$ cat src/hdl/bsbe_pkg.sv
// Package for the B-spline basis evaluator: fixed-point types, saturation helpers and codes.
// No dependencies; every other file of the block imports it, but for the port checks.
package bsbe_pkg;

    localparam int VW = 32;              // width of a fixed-point value
    localparam int FB = 16;              // fraction bits
    localparam int WW = 2 * VW + 2;      // wide intermediate width

    typedef logic signed [VW-1:0] fix_t;
    typedef logic signed [WW-1:0] wide_t;

    typedef struct packed {
        logic ovf;
        fix_t val;
    } sat_t;

    typedef struct packed {
        logic done;
        logic ovf;
        fix_t quo;
    } div_res_t;

    localparam fix_t FIX_MAX = {1'b0, {(VW-1){1'b1}}};
    localparam fix_t FIX_MIN = {1'b1, {(VW-1){1'b0}}};
    localparam fix_t FIX_ONE = fix_t'(64'd1 << FB);
    localparam wide_t HALF_W = wide_t'(64'd1 << (FB - 1));

    localparam logic CMD_WRITE = 1'b0;
    localparam logic CMD_EVAL  = 1'b1;

    localparam logic [1:0] CFG_ORDER = 2'd0;
    localparam logic [1:0] CFG_DERIV = 2'd1;
    localparam logic [1:0] CFG_NBRK  = 2'd2;

    function automatic sat_t sat_wide(input wide_t v);
        sat_t s;
        if (v > wide_t'(FIX_MAX)) begin
            s.ovf = 1'b1;
            s.val = FIX_MAX;
        end else if (v < wide_t'(FIX_MIN)) begin
            s.ovf = 1'b1;
            s.val = FIX_MIN;
        end else begin
            s.ovf = 1'b0;
            s.val = fix_t'(v[VW-1:0]);
        end
        return s;
    endfunction

    function automatic sat_t fadd(input fix_t a, input fix_t b);
        return sat_wide(wide_t'(a) + wide_t'(b));
    endfunction

    function automatic sat_t fsub(input fix_t a, input fix_t b);
        return sat_wide(wide_t'(a) - wide_t'(b));
    endfunction

endpackage

$ cat src/hdl/bsbe_div.sv
// Iterative fixed-point divider, one quotient bit per cycle: (num * 2^FB) / den.
// Depends on bsbe_pkg for the value types and the saturation helper.
module bsbe_div (
    input  logic              aclk,
    input  logic              aresetn,
    input  logic              start,
    input  bsbe_pkg::fix_t    num,
    input  bsbe_pkg::fix_t    den,
    output bsbe_pkg::div_res_t res
);
    import bsbe_pkg::*;

    localparam int NW = VW + FB;
    localparam int CW = $clog2(NW + 1);

    logic          busy_reg;
    logic          done_reg;
    logic          zero_reg;
    logic          neg_reg;
    logic [CW-1:0] cnt_reg;
    logic [NW-1:0] sh_reg;
    logic [VW:0]   rem_reg;
    logic [VW-1:0] dmag_reg;
    logic [VW:0]   rem_shift;
    logic          fits;
    logic [VW-1:0] num_mag;
    logic [VW-1:0] den_mag;
    wide_t         q_signed;
    sat_t          q_sat;

    assign num_mag   = num[VW-1] ? VW'(-num) : VW'(num);
    assign den_mag   = den[VW-1] ? VW'(-den) : VW'(den);
    assign rem_shift = {rem_reg[VW-1:0], sh_reg[NW-1]};
    assign fits      = rem_shift >= {1'b0, dmag_reg};

    always_ff @(posedge aclk) begin
        if (!aresetn) begin
            busy_reg <= 1'b0;
            done_reg <= 1'b0;
            zero_reg <= 1'b0;
        end else begin
            done_reg <= 1'b0;
            if (start) begin
                neg_reg  <= num[VW-1] ^ den[VW-1];
                sh_reg   <= {num_mag, {FB{1'b0}}};
                dmag_reg <= den_mag;
                rem_reg  <= '0;
                cnt_reg  <= '0;
                zero_reg <= (den == '0);
                busy_reg <= (den != '0);
                done_reg <= (den == '0);
            end else if (busy_reg) begin
                sh_reg  <= {sh_reg[NW-2:0], fits};
                rem_reg <= fits ? rem_shift - {1'b0, dmag_reg} : rem_shift;
                cnt_reg <= cnt_reg + CW'(1);
                if (cnt_reg == CW'(NW - 1)) begin
                    busy_reg <= 1'b0;
                    done_reg <= 1'b1;
                end
            end
        end
    end

    always_comb begin
        q_signed = neg_reg ? -wide_t'(sh_reg) : wide_t'(sh_reg);
        q_sat    = sat_wide(q_signed);
        res.done = done_reg;
        res.ovf  = zero_reg ? 1'b1 : q_sat.ovf;
        res.quo  = zero_reg ? '0 : q_sat.val;
    end

endmodule

$ cat config.mk
export PLATFORM = sky130hd
export DESIGN_NAME = bsbe_div
export DESIGN_NICKNAME = d
export VERILOG_FILES = /design/src/hdl/bsbe_pkg.sv /design/src/hdl/bsbe_div.sv
export SDC_FILE = /design/constraint.sdc
export NUM_CORES = 1
export LEC_CHECK = 0
export BUFFER_PORTS_ARGS = -buffer_cell sky130_fd_sc_hd__buf_2
export CORE_UTILIZATION = 25
export CTS_CLUSTER_SIZE = 30
export DETAILED_ROUTE_END_ITERATION = 10
export GPL_TIMING_DRIVEN = 1
export PLACE_DENSITY_LB_ADDON = 0.2
export SETUP_SLACK_MARGIN = 0.2
export SLEW_MARGIN = 25
export SYNTH_ARGS = -nofsm -noshare
export SYNTH_HDL_FRONTEND = slang
export SYNTH_SLANG_ARGS = --single-unit
$ cat constraint.sdc
create_clock -name aclk -period 4.49 [get_ports aclk]
set_input_delay 0.2245 -clock aclk [delete_from_list [all_inputs] [get_ports aclk]]
set_output_delay 0.2245 -clock aclk [all_outputs]
set_load 0.01 [all_outputs]
Word-level counts from Yosys, hierarchy flattened:

Cells that the tools add are included.

* bits in registers: 122
* bits of input ports: 67
* output and inout port bits: 34
* logic and storage cells: 43

* muxes and demuxes: 18
* bitwise operators: 1
* reduce and logical (&&, ||, !) cells: 5
* add/sub/neg operators: 5
* equality and inequality tests: 1
* $lt $le $gt $ge: 3

Operator list (number)
* $mux 32: 4
* $mux 48: 2
* $gt 66x32->1 const B: 1
* $lt 66x32->1 const B: 1
* $mux 33: 2
* $mux 66: 1
* $neg 48->66: 1
* $neg 32->32: 2
* $ge 33x32->1: 1
* $logic_not 32->1: 1
* $reduce_bool 32->1: 1
* $sub 32x32->32: 1
* $mux 31: 1
* $mux 1: 7
* $add 6x1->6 const B: 1
* $eq 6x6->1 const B: 1
* $mux 6: 1
* $reduce_and 2->1: 2
* $reduce_bool 2->1: 1
* $xor 1x1->1: 1

Longest topological paths before layout:

Gate-level depths: netlist (run 1).

* depth after elaboration: 6
* mapped depth: 14
* depth with buffers taken out: 12

Worst setup path after synthesis (run 1):

OpenSTA, ideal clock, no wires.

* path type: reg-to-output
* from: register sh_reg[5]
* to: output res[10] (netlist bit)
* stages on the path, launching flop included: 13
* required time: 4.266 ns
* buffers on the path: 3
* arrival time: 3.496 ns
* path slack: 0.769 ns
* cells stage by stage: edfxtp_1 nor4_4 nand3_2 or3_1 clkbuf_1 o31ai_1 xnor2_1 or4bb_1 or4_1 buf_6 nor2b_4 buf_6 a21oi_1

RTL lines
* start: declaration: line bsbe_div.sv:21 `logic [NW-1:0] sh_reg;`
* start signal: assignment: line bsbe_div.sv:45 `sh_reg <= {num_mag, {FB{1'b0}}};`
* start signal: assignment: line bsbe_div.sv:53 `sh_reg <= {sh_reg[NW-2:0], fits};`
* end: declaration: line bsbe_div.sv:9 `output bsbe_pkg::div_res_t res`

==> results of run 1 <==
[routing by layer]
layer  wire length (um)  share of wire  track usage  up-vias
li1                   -              -            -     3995
met1              13000           0.49        0.185     3792
met2              12300           0.46        0.227      182
met3               1130          0.042       0.0241       33
met4                310          0.012       0.0330        0
met5                  0              0            0        -
[layout by cell type (no fill, tap or decap), types with 27 or more instances in the layout]
master | netlist | layout
ha_1 | 36 | 36
o31ai_1 | 28 | 27
xor2_1 | 80 | 80
nor2_1 | 96 | 95
xnor2_1 | 49 | 49
edfxtp_1 | 119 | 119
buf_2 | 7 | 99
inv_1 | 52 | 52
a21oi_1 | 72 | 72
nand2_1 | 64 | 63
o21ai_0 | 47 | 47
[stage by stage]
| step | utilization | hold WS, ns | setup slack [ns] |
|---|---|---|---|
| 2_1_floorplan | - | 0.323 | 0.769 |
| 3_3_place_gp | 0.282 | 0.454 | 0.521 |
| 3_5_place_dp | 0.282 | 0.446 | 0.317 |
| 4_1_cts | 0.300 | 0.00375 | 0.207 |
| 5_1_grt | 0.304 | 0.00499 | 0.180 |
| 6_report | 0.304 | 0.0217 | 0.330 |
[final timing paths]
check / cells past startpoint / slack, ns / startpoint / end
min reg2reg: 2 / 0.55 / busy_reg$_SDFF_PN0_ / busy_reg$_SDFF_PN0_
min: 1 / 0.02 / den[0] / dmag_reg[0]$_DFFE_PP_
max reg2reg: 13 / 0.89 / sh_reg[47]$_DFFE_PP_ / rem_reg[15]$_SDFFCE_PP0P_
max: 9 / 0.33 / sh_reg[36]$_DFFE_PP_ / res[18]
[what timing repair did]
action	4_1_cts	5_1_grt
setup endpoints to repair	31	32
hold buffers	0	0
buffers inserted	3	3
pin swaps	1	3
resized for setup	10	15
cloned	0	1
[critical path, cell delays in order (launching register included)]
cell       delay (ns)
edfxtp_1         0.52
or4_4            0.51
or4_4            0.52
o41ai_4          0.26
xor2_1           0.16
or4bb_1          0.53
or4_4            0.50
buf_4            0.18
o2bb2ai_1        0.18
buf_2            0.16
[cell families (layout without fill, tap and decap cells)]
kind of cell / count (synthesis) / count (layout)
compound gates: 264 / 264
fa+ha+maj: 37 / 37
flops: 122 / 122
xor+xnor: 129 / 129
mux: 27 / 27
buf+inv: 102 / 209
simple gates: 344 / 345
[power by group through the flow]
stage | Sequential, mW | Clock [mW] | Combinational (mW)
2_1_floorplan | 1.46 | 0 | 0.765
3_3_place_gp | 1.48 | 0 | 1.03
3_5_place_dp | 1.48 | 0 | 1.03
4_1_cts | 1.46 | 1.51 | 1.04
5_1_grt | 1.47 | 1.55 | 1.17
6_report | 1.46 | 1.47 | 1.04
[cell type report]
cell class	count	area, um2	share of cell area
Clock inverter	14	179	0.0156
Multi-Input combinational cell	802	5690	0.497
Clock buffer	18	429	0.0375
Sequential cell	122	3630	0.317
Inverter	53	199	0.0174
Tap cell	511	639	0.0558
Timing Repair Buffer	124	683	0.0597
==> results.md, run 1 <==
* Status: finished, final reports clean
* Clk slew on worst S/H paths at 0.06 ns
* Top cell type's share of synthesized area at 0.374
* Crit-path max FO at 8
* Leakage power at 4.34 nW
* Die Wd at 198 um
* Combinational family with the most area after synthesis: simple AND/OR/NAND/NOR gates
* Non-filler instance count after layout at 1644
* CTS tree: built
* Nature of the critical path endpoint: output port
* Post-Synth Simple-Gate Area at 0.193
* Mux cell area share after synthesis at 0.0285
* Vias per inst at 4.87
* Adder-cell share of the synthesized area at 0.0492
* Final nets at 1224
* Top-count cell post-synth: edfxtp_1
* Nature of the critical path startpoint: flip-flop
* WP data required at 4.27 ns
* Switch share at 0.310
* Sequential power share at 0.368
* # IOs at 101
* Layout cells sized above 1 at 0.190
* Worst skew pair latency at 0.42 ns
* RSZ-0062 raised after global routing: no
* Cells after synthesis at 1025
* Worst Skew at 0.0127 ns
* Rel. slew slack at 0.456
* GPL Wtd Cong at 0.860
* Max VDD drop at 0.000256 V
* Post-synthesis xor/xnor area fraction at 0.118
* Kind of critical path: flip-flop to output port
* Avg Inst Size Synth at 9.33 um2
* Synth top cells by count: edfxtp_1 (119), nor2_1 (96), xor2_1 (80)
* H-tree lvl count at 4
* Synth-to-layout area growth at 19.8%
* Filler instances at 4064
* Comb pwr share at 0.263
* Int Power at 2.74 mW
* Core Region at 37700 um2
* Setup tns final at 0 ns
* WL final at 26800 um
* Global Route Usage Sum at 0.137
* Max clock buf depth at 2
* Slew Limit Fails at 0
* Switching power at 1.23 mW
* Post-synthesis compound-gate area fraction at 0.187
* Final period util at 0.926
* Sequential cell area fraction in the yosys report at 0.380
* CTS root buffer: clkbuf_16
* Initial antenna violation count at 0
* Pin count of the biggest net entering global routing at 80
* Worst slew pin tran at 0.816 ns
* Die area at 39000 um2
* Worst Hold Class: input pin to flip-flop
* Syn. warnings at 0
* Fmax at 240 MHz
* Async SR Flop Fraction at 0
* Clk sink count at 122
* Pwr/cell area at 347 nW/um2
* Cts bufs inserted at 17
* Vias in the first global route at 7802
* Final setup violating endpoints at 0
* DRT Pass-1 Iters at 5
* # DRC at 0
* Routed vias at 8002
* Post-synth EDFFs at 119
* First-pass GRT wire length at 42400 um
* CP Data Arrival Time at 3.94 ns
* Antenna-violating nets left at 0
* Mapped Nets at 1129
* Inst Count DP at 1605
* Port Buffer Count at 100
* Routed len/inst at 16.3 um
* Mapped Area at 9560 um2
* Fin. Hold Viols at 0
* Die Y at 198 um
* Netlist cell types at 74
* Synth area leader: edfxtp_1
* Top cells by area in the synthesized netlist: edfxtp_1 (37%), xor2_1 (7.3%), ha_1 (4.7%)
* # Max-Cap Violations at 0
* Max reg flops at 48
* Total power draw at 3.97 mW
* First DRT Iteration DRCs at 501
* Starting density of the core at 0.254
* Yosys reg bits at 122
* Total gr overflow at 0
* Fin crit period at 4.16 ns
* Clock share of power at 0.369
* Post-DP Area at 10600 um2
* Antenna diodes at 0
* Final instance area at 11500 um2
* FP Rows at 71
* Ys flop type: edfxtp_1
* DP HPWL at 19500 um
Power figures use the tool's default switching activity.
==> inputs of run 2 (changes only) <==
--- a/config.mk
+++ b/config.mk
@@ -5,11 +5,13 @@
 export SDC_FILE = /design/constraint.sdc
 export NUM_CORES = 1
 export LEC_CHECK = 0
+export ABC_AREA = 1
 export BUFFER_PORTS_ARGS = -buffer_cell sky130_fd_sc_hd__buf_2
 export CORE_UTILIZATION = 25
 export CTS_CLUSTER_SIZE = 30
 export DETAILED_ROUTE_END_ITERATION = 10
 export GPL_TIMING_DRIVEN = 1
+export MAX_ROUTING_LAYER = met4
 export PLACE_DENSITY_LB_ADDON = 0.2
 export SETUP_SLACK_MARGIN = 0.2
 export SLEW_MARGIN = 25
==> run 2 against run 1 <==
Compared with the run above: global-route usage is 1.4 points higher; core utilization down 0.98 points; power shrank 0.17%; sequential power hardly changed; final cell count increased by 24%; area after synthesis is 6.4% higher; sequential share of layout area fell by 0.79 points; largest cell class unchanged; highest routed layer unchanged.
==> results.md, run 2 <==
* Post-synthesis xor/xnor area fraction at 0.0955 (-0.0226)
* DP HPWL at 23400 um (+20%)
* Max VDD drop at 0.000272 V (+6.4%)
* Cell family with most CP delay: simple AND/OR/NAND/NOR gates
* Crit-path cells: buf_4 -> nand2_2 -> nand2_1 -> nand2_1 -> nand2_1 -> nand2_1 -> nor2_1 -> nand2_1 -> nor2_1 -> nand2_1 -> nand2_4 -> nand3_1 -> nand2_1 -> buf_2
* WL final at 29500 um (+10%)
* Sequential power share at 0.369 (about the same)
* Top cells by area in the synthesized netlist: edfxtp_1 (35%), nand2_1 (12%), nor2_1 (7.8%)
* Worst R2R Start: sh_reg[47]$_DFFE_PP_
* Mapped Nets at 1522 (+35%)
* Worst hold endpoint: dmag_reg[0]$_DFFE_PP_
* Commonest non-fill, non-tap cell in the layout: nand2_1
* Clk sink count at 122 (unchanged)
* Crit path top cell by count: nand2_1
* Worst reg2reg endpoint: rem_reg[20]$_SDFFCE_PP0P_
* Die area at 41500 um2 (+6.4%)
* Starting density of the core at 0.255 (+0.00112)
* Final setup violating endpoints at 0 (unchanged)
* Cells after synthesis at 1418 (+38%)
* Final nets at 1605 (+31%)
* Mapped Area at 10200 um2 (+6.4%)
* Vias per inst at 4.56 (-6.2%)
* Cts hold-fix bufs at 0 (unchanged)
* Nature of the critical path endpoint: output port
* # DRC at 0 (unchanged)
* Max reg flops at 48 (unchanged)
* Worst Skew at 0.00832 ns (-0.00442 ns)
* Layout cells sized above 1 at 0.110 (-0.0801)
* Initial antenna violation count at 0 (unchanged)
* H-tree lvl count at 4 (unchanged)
* Fmax at 281 MHz (+17%)
* Antenna diodes at 0 (unchanged)
* WP data required at 4.27 ns (about the same)
* Final period util at 0.793 (-0.134)
* Worst Hold Class: input pin to flip-flop
* Sequential cell area fraction in the yosys report at 0.357 (-0.0230)
* WP buf/inv at 2 (unchanged)
* Hold Slack at 0.0452 ns (+0.0235 ns)
* Crit-path max cell delay at 0.85 ns (+0.32 ns)
* CTS tree: built
* Total gr overflow at 0 (unchanged)
* # Max-Cap Violations at 0 (unchanged)
* Yosys reg bits at 122 (unchanged)
* Hold path start: den[0]
* Routed vias at 9308 (+16%)
* Core Region at 39900 um2 (+6.0%)
* Port Buffer Count at 100 (unchanged)
* Mux cell area share after synthesis at 0 (-0.0285)
* GPL Wtd Cong at 0.913 (+6.2%)
* WHS Path Cells at 1 (unchanged)
* Combinational family with the most area after synthesis: simple AND/OR/NAND/NOR gates
* Reg2Reg Depth at 10 (-3)
* Top cell type's share of synthesized area at 0.351 (-0.0226)
* Postcts setup bufs at 0 (-3)
* Async SR Flop Fraction at 0 (unchanged)
* Worst skew pair latency at 0.44 ns (+0.02 ns)
* Global Route Usage Sum at 0.151 (+0.0136)
* First-pass GRT wire length at 47800 um (+13%)
* Fin crit period at 3.56 ns (-0.600 ns)
* Syn. warnings at 0 (unchanged)
* Pin count of the biggest net entering global routing at 66 (-18%)
* Netlist cell types at 45 (-39%)
* Antenna-violating nets left at 0 (unchanged)
* Avg Inst Size Synth at 7.18 um2 (-23%)
* Nature of the critical path startpoint: flip-flop
* Routed len/inst at 14.5 um (-11%)
* Ys flop type: edfxtp_1
* Rel. slew slack at 0.395 (-0.0616)
* # IOs at 101 (unchanged)
* RSZ-0062 raised after global routing: no
* Fin util at 0.294 (-0.00979)
* Die Wd at 204 um (+3.1%)
* Resize count post-CTS at 0 (-10)
* DRT Pass-1 Iters at 5 (unchanged)
* Cts bufs inserted at 17 (unchanged)
* Status: finished, final reports clean
* Comb pwr share at 0.282 (+0.019)
* Worst path slowest cell: edfxtp_1
* Flop2flop setup slack at 1.60 ns (+0.71 ns)
* Max clock buf depth at 2 (unchanged)
* Int Power at 2.60 mW (-5.1%)
* CTS root buffer: clkbuf_16
* Pwr/cell area at 338 nW/um2 (-2.7%)
* Synth top cells by count: nand2_1 (317), nor2_1 (212), inv_1 (168)
* Post-synth EDFFs at 119 (unchanged)
* Clk slew on worst S/H paths at 0.06 ns (about the same)
* Worst slew pin tran at 0.907 ns (+0.0914 ns)
* Slew Limit Fails at 0 (unchanged)
* Top-count cell post-synth: nand2_1
* Switching power at 1.36 mW (+11%)
* Crit-path max FO at 32 (+24)
* Clock share of power at 0.349 (-0.020)
* CP Data Arrival Time at 3.34 ns (-0.60 ns)
* Synth-to-layout area growth at 15.4%
* Setup tns final at 0 ns (unchanged)
* FP Rows at 73 (+2.8%)
* Synth area leader: edfxtp_1
* Adder-cell share of the synthesized area at 0.0462 (-0.00298)
* Post-synthesis compound-gate area fraction at 0.121 (-0.0657)
* Post-Synth Simple-Gate Area at 0.295 (+0.103)
* Switch share at 0.344 (+0.0338)
* Most frequent cells in the layout: nand2_1 (316), nor2_1 (212), inv_1 (167), edfxtp_1 (119), o21ai_0 (111)
* Die Y at 204 um (+3.1%)
* Vias in the first global route at 9143 (+17%)
* Kind of critical path: flip-flop to output port
* First DRT Iteration DRCs at 495 (-1.2%)
* Leakage power at 5.08 nW (+17%)
* Fin. Hold Viols at 0 (unchanged)
==> run 2: per-stage QoR <==
stage / power [mW] / setup slack [ns] / instances / area (um2)
2_1_floorplan: 2.28 / 1.33 / 1418 / 10200
3_3_place_gp: 2.61 / 1.48 / 2007 / 11200
3_5_place_dp: 2.61 / 1.49 / 2007 / 11200
4_1_cts: 4.01 / 0.968 / 2039 / 11700
5_1_grt: 4.21 / 0.611 / 2039 / 11700
6_report: 3.97 / 0.930 / 2039 / 11700
==> run 2: worst max-delay path by stage <==
stage	slack, ns	start	end	cells after the start
floorplan	1.33	start	cnt_reg[0]$_SDFFCE_PP0P_	4
global placement	1.48	neg_reg$_DFFE_PP_	res[0]	14
detailed placement	1.49	neg_reg$_DFFE_PP_	res[13]	14
CTS	0.97	neg_reg$_DFFE_PP_	res[13]	14
global route	0.61	neg_reg$_DFFE_PP_	res[0]	14
finish	0.93	neg_reg$_DFFE_PP_	res[3]	14
==> run 2: kinds of logic (layout without fill, tap and decap cells) <==
kind of cell,after synthesis,after routing
buffers and inverters,213,309
AOI/OAI and AO/OA,227,227
xor gates and xnor gates,111,111
and+or+nand+nor,708,708
DFF,122,122
adders and majority gates,37,37
==> run 2: area by class of cell <==
cell class | count | area [um2]
clock buffers | 17 | 425
clock inverters | 15 | 153
fillers | 4418 | 28200
inverters | 171 | 642
multi-input cells | 1083 | 5690
flip-flops and latches | 122 | 3630
well taps | 525 | 657
repair buffers | 106 | 546
==> run 2: per-layer routing <==
layer | vias up | routed length (um) | share of wire | global-route usage
li1 | 4860 | - | - | -
met1 | 4281 | 14400 | 0.49 | 0.191
met2 | 145 | 14000 | 0.48 | 0.251
met3 | 22 | 815 | 0.028 | 0.0238
met4 | 0 | 302 | 0.010 | 0.0344
met5 | - | 0 | 0 | -
==> run 2: power by group through the flow <==
stage	Combinational, mW	Sequential [mW]	Clock, mW
2_1_floorplan	0.822	1.46	0
3_3_place_gp	1.13	1.49	0
3_5_place_dp	1.12	1.49	0
4_1_cts	1.13	1.47	1.41
5_1_grt	1.27	1.48	1.46
6_report	1.12	1.46	1.38
==> run 2: worst reg2reg max path, stage by stage, from the launching register on <==
cell and delay [ns]:
edfxtp_1 0.37, inv_1 0.09, ha_1 0.25, fa_1 0.41
o21ai_0 0.29, a21oi_1 0.20, o21bai_1 0.31, a21oi_1 0.22
o21ai_0 0.27, xnor2_1 0.15, a21oi_1 0.08
==> inputs of run 3 (changes only) <==
==> constraint.sdc (replaced) <==
create_clock -name aclk -period 2.85 [get_ports aclk]
set_input_delay 0.1425 -clock aclk [delete_from_list [all_inputs] [get_ports aclk]]
set_output_delay 0.1425 -clock aclk [all_outputs]
set_load 0.01 [all_outputs]
==> run 3 against run 2 <==
Compared with the run above: the run now ends with setup timing left; core utilization up 3.3 points; sequential share of layout area down 3.1 points; sequential power up 58%; clock skew up 0.0031 ns; sequential cell count unchanged; clock power up 53%; final cell count up 3.9%; die area unchanged; non-clock buffer count up 75; critical path depth up 4; register-to-register slack worse by 1.3 ns; worst setup slack worse by 1.1 ns; critical endpoint is now res[25].
==> results.md, run 3 (synthesized netlist as in run 2, its figures left out) <==
* Commonest non-fill, non-tap cell in the layout: nand2_1
* Nature of the critical path endpoint: output port
* FP Rows at 73 (unchanged)
* Hold path start: aresetn
* CTS root buffer: clkbuf_16
* Routed len/inst at 15.3 um (+5.5%)
* Max reg flops at 48 (unchanged)
* Worst skew pair latency at 0.43 ns (about the same)
* Inst Count DP at 2029 (+1.1%)
* Global Route Usage Sum at 0.157 (+0.00568)
* Routed vias at 9769 (+5.0%)
* Non-filler instance count after layout at 2118 (+3.9%)
* DP HPWL at 23600 um (+0.77%)
* Rel. slew slack at 0.513 (+0.118)
* Worst hold endpoint: zero_reg$_SDFFE_PN0P_
* Die Wd at 204 um (unchanged)
* CP Data Arrival Time at 2.86 ns (-0.48 ns)
* Worst reg2reg endpoint: rem_reg[28]$_SDFFCE_PP0P_
* # IOs at 101 (unchanged)
* Worst Skew at 0.0114 ns (+0.00306 ns)
* First-pass GRT wire length at 49800 um (+4.1%)
* Pwr/cell area at 501 nW/um2 (+48%)
* CTS tree: built
* Worst Hold Class: input pin to flip-flop
* Core Region at 39900 um2 (unchanged)
* WHS Path Cells at 3 (+2)
* Layout cells sized above 1 at 0.218 (+0.109)
* Die Y at 204 um (unchanged)
* DRT Pass-1 Iters at 5 (unchanged)
* Total power draw at 6.53 mW (+65%)
* Die area at 41500 um2 (unchanged)
* Fin. Hold Viols at 0 (unchanged)
* Port Buffer Count at 100 (unchanged)
* Final instance area at 13000 um2 (+11%)
* Slew Limit Fails at 0 (unchanged)
* First DRT Iteration DRCs at 516 (+4.2%)
* Kind of critical path: flip-flop to output port
* Final WS setup at -0.150 ns (-1.08 ns)
* Crit-path cells: nor2_2 -> nand2_1 -> nor2_4 -> nand2_4 -> nor2_4 -> nand2_2 -> nand2_4 -> nand2_2 -> nand2_2 -> nand3_2 -> nor2_1 -> nand2_1 -> nor2_2 -> nand2_4 -> nand2_8 -> nand3_1 -> nand2_1 -> buf_2
* Vias per inst at 4.61 (+1.0%)
* Nature of the critical path startpoint: flip-flop
* Status: finished, violations left
* Failing checks: setup timing
* GPL Wtd Cong at 0.928 (+1.7%)
* Fmax at 333 MHz
* Crit-path max FO at 8 (-75%)
* Worst slew pin tran at 0.731 ns (-0.176 ns)
* Clk slew on worst S/H paths at 0.06 ns (about the same)
* Flop2flop setup slack at 0.34 ns (-1.26 ns)
* Worst path slowest cell: edfxtp_1
* Antenna-violating nets left at 0 (unchanged)
* Final period util at 1.05
* Pin count of the biggest net entering global routing at 66 (unchanged)
* H-tree lvl count at 4 (unchanged)
* Leakage power at 5.58 nW (+9.9%)
* Crit-path max cell delay at 0.43 ns (-0.42 ns)
* RSZ-0062 raised after global routing: yes
* # DRC at 0 (unchanged)
* Cts bufs inserted at 17 (unchanged)
* WL final at 32300 um (+9.6%)
* # Max-Cap Violations at 0 (unchanged)
* Max VDD drop at 0.000409 V (+50%)
* WP data required at 2.71 ns (-1.56 ns)
* Max clock buf depth at 2 (unchanged)
* Worst R2R Start: rem_reg[16]$_SDFFCE_PP0P_
* Starting density of the core at 0.255 (unchanged)
* Reg2Reg Depth at 14 (+4)
* Initial antenna violation count at 0 (unchanged)
* Filler instances at 4314 (-2.4%)
* Total gr overflow at 0 (unchanged)
* Fin crit period at 3.00 ns
* Most frequent cells in the layout: nand2_1 (297), nor2_1 (172), inv_1 (160), edfxtp_1 (119), o21ai_0 (104)
* Vias in the first global route at 9442 (+3.3%)
* Final setup violating endpoints at 32 (+32)
* Final nets at 1686 (+5.0%)
* Synth-to-layout area growth at 28.2%
* Antenna diodes at 0 (unchanged)
* Clk sink count at 122 (unchanged)
* Post-DP Area at 11400 um2 (+1.9%)
[run 3: layout make-up]
cell class | count | area [um2] | share of cell area
Clock buffer | 19 | 433 | 0.0332
Clock inverter | 11 | 106 | 0.00815
Inverter | 171 | 646 | 0.0495
Multi-Input combinational cell | 1089 | 6360 | 0.488
Sequential cell | 122 | 3630 | 0.279
Tap cell | 525 | 657 | 0.0504
Timing Repair Buffer | 181 | 1210 | 0.0927
[run 3: metal layers]
layer | share of wire | global-route usage | up-vias | wire length, um
met3 | 0.031 | 0.0240 | 27 | 1020
met1 | 0.47 | 0.195 | 4538 | 15100
met4 | 0.012 | 0.0400 | 0 | 399
met2 | 0.49 | 0.264 | 175 | 15800
met5 | 0 | - | - | 0
li1 | - | - | 5029 | -
[run 3: report_power, final]
group | leakage, nW | internal, mW | switching (mW)
clock network | 0.269 | 1.26 | 0.848
registers | 1.17 | 2.19 | 0.116
logic | 4.14 | 0.830 | 1.29
total | 5.58 | 4.28 | 2.25
[run 3: metrics by stage]
| step | setup TNS (ns) | hold slack, ns | setup slack (ns) | utilization |
|---|---|---|---|---|
| after CTS | -3.84 | 0.00195 | -0.146 | 0.315 |
| after floorplan | 0 | 0.241 | 0.401 | - |
| after global routing | -10.69 | 0.00449 | -0.375 | 0.327 |
| final | -4.27 | 0.0136 | -0.150 | 0.327 |
| after global placement | 0 | 0.378 | 0.0346 | 0.285 |
| after detailed placement | 0 | 0.378 | 0.0511 | 0.285 |
[run 3: repair_timing]
action	4_1_cts	5_1_grt
gates resized for setup	81	77
pin swaps	41	51
setup endpoints to repair	38	74
cloned	6	2
hold buffers	2	0
setup buffers	36	13
endpoints found under the hold margin	2	0
[run 3: worst max path at each step]
stage                       startpoint  depth (start not counted)  slack (ns)                         to
2_1_floorplan     sh_reg[47]$_DFFE_PP_                         10        0.40  rem_reg[20]$_SDFFCE_PP0P_
3_3_place_gp      sh_reg[47]$_DFFE_PP_                         10        0.03  rem_reg[20]$_SDFFCE_PP0P_
3_5_place_dp      sh_reg[47]$_DFFE_PP_                         10        0.05  rem_reg[20]$_SDFFCE_PP0P_
4_1_cts           sh_reg[28]$_DFFE_PP_                         18       -0.15                    res[13]
5_1_grt        sh_reg[4]$_SDFFCE_PP0P_                         18       -0.37                     res[0]
6_report          sh_reg[20]$_DFFE_PP_                         18       -0.15                    res[25]
[run 3: critical path, delay by kind of cell, from the launching register on]
kind,cells,cell delay (ns)
buf+inv,1,0.12
flops,1,0.43
simple gates,17,1.86
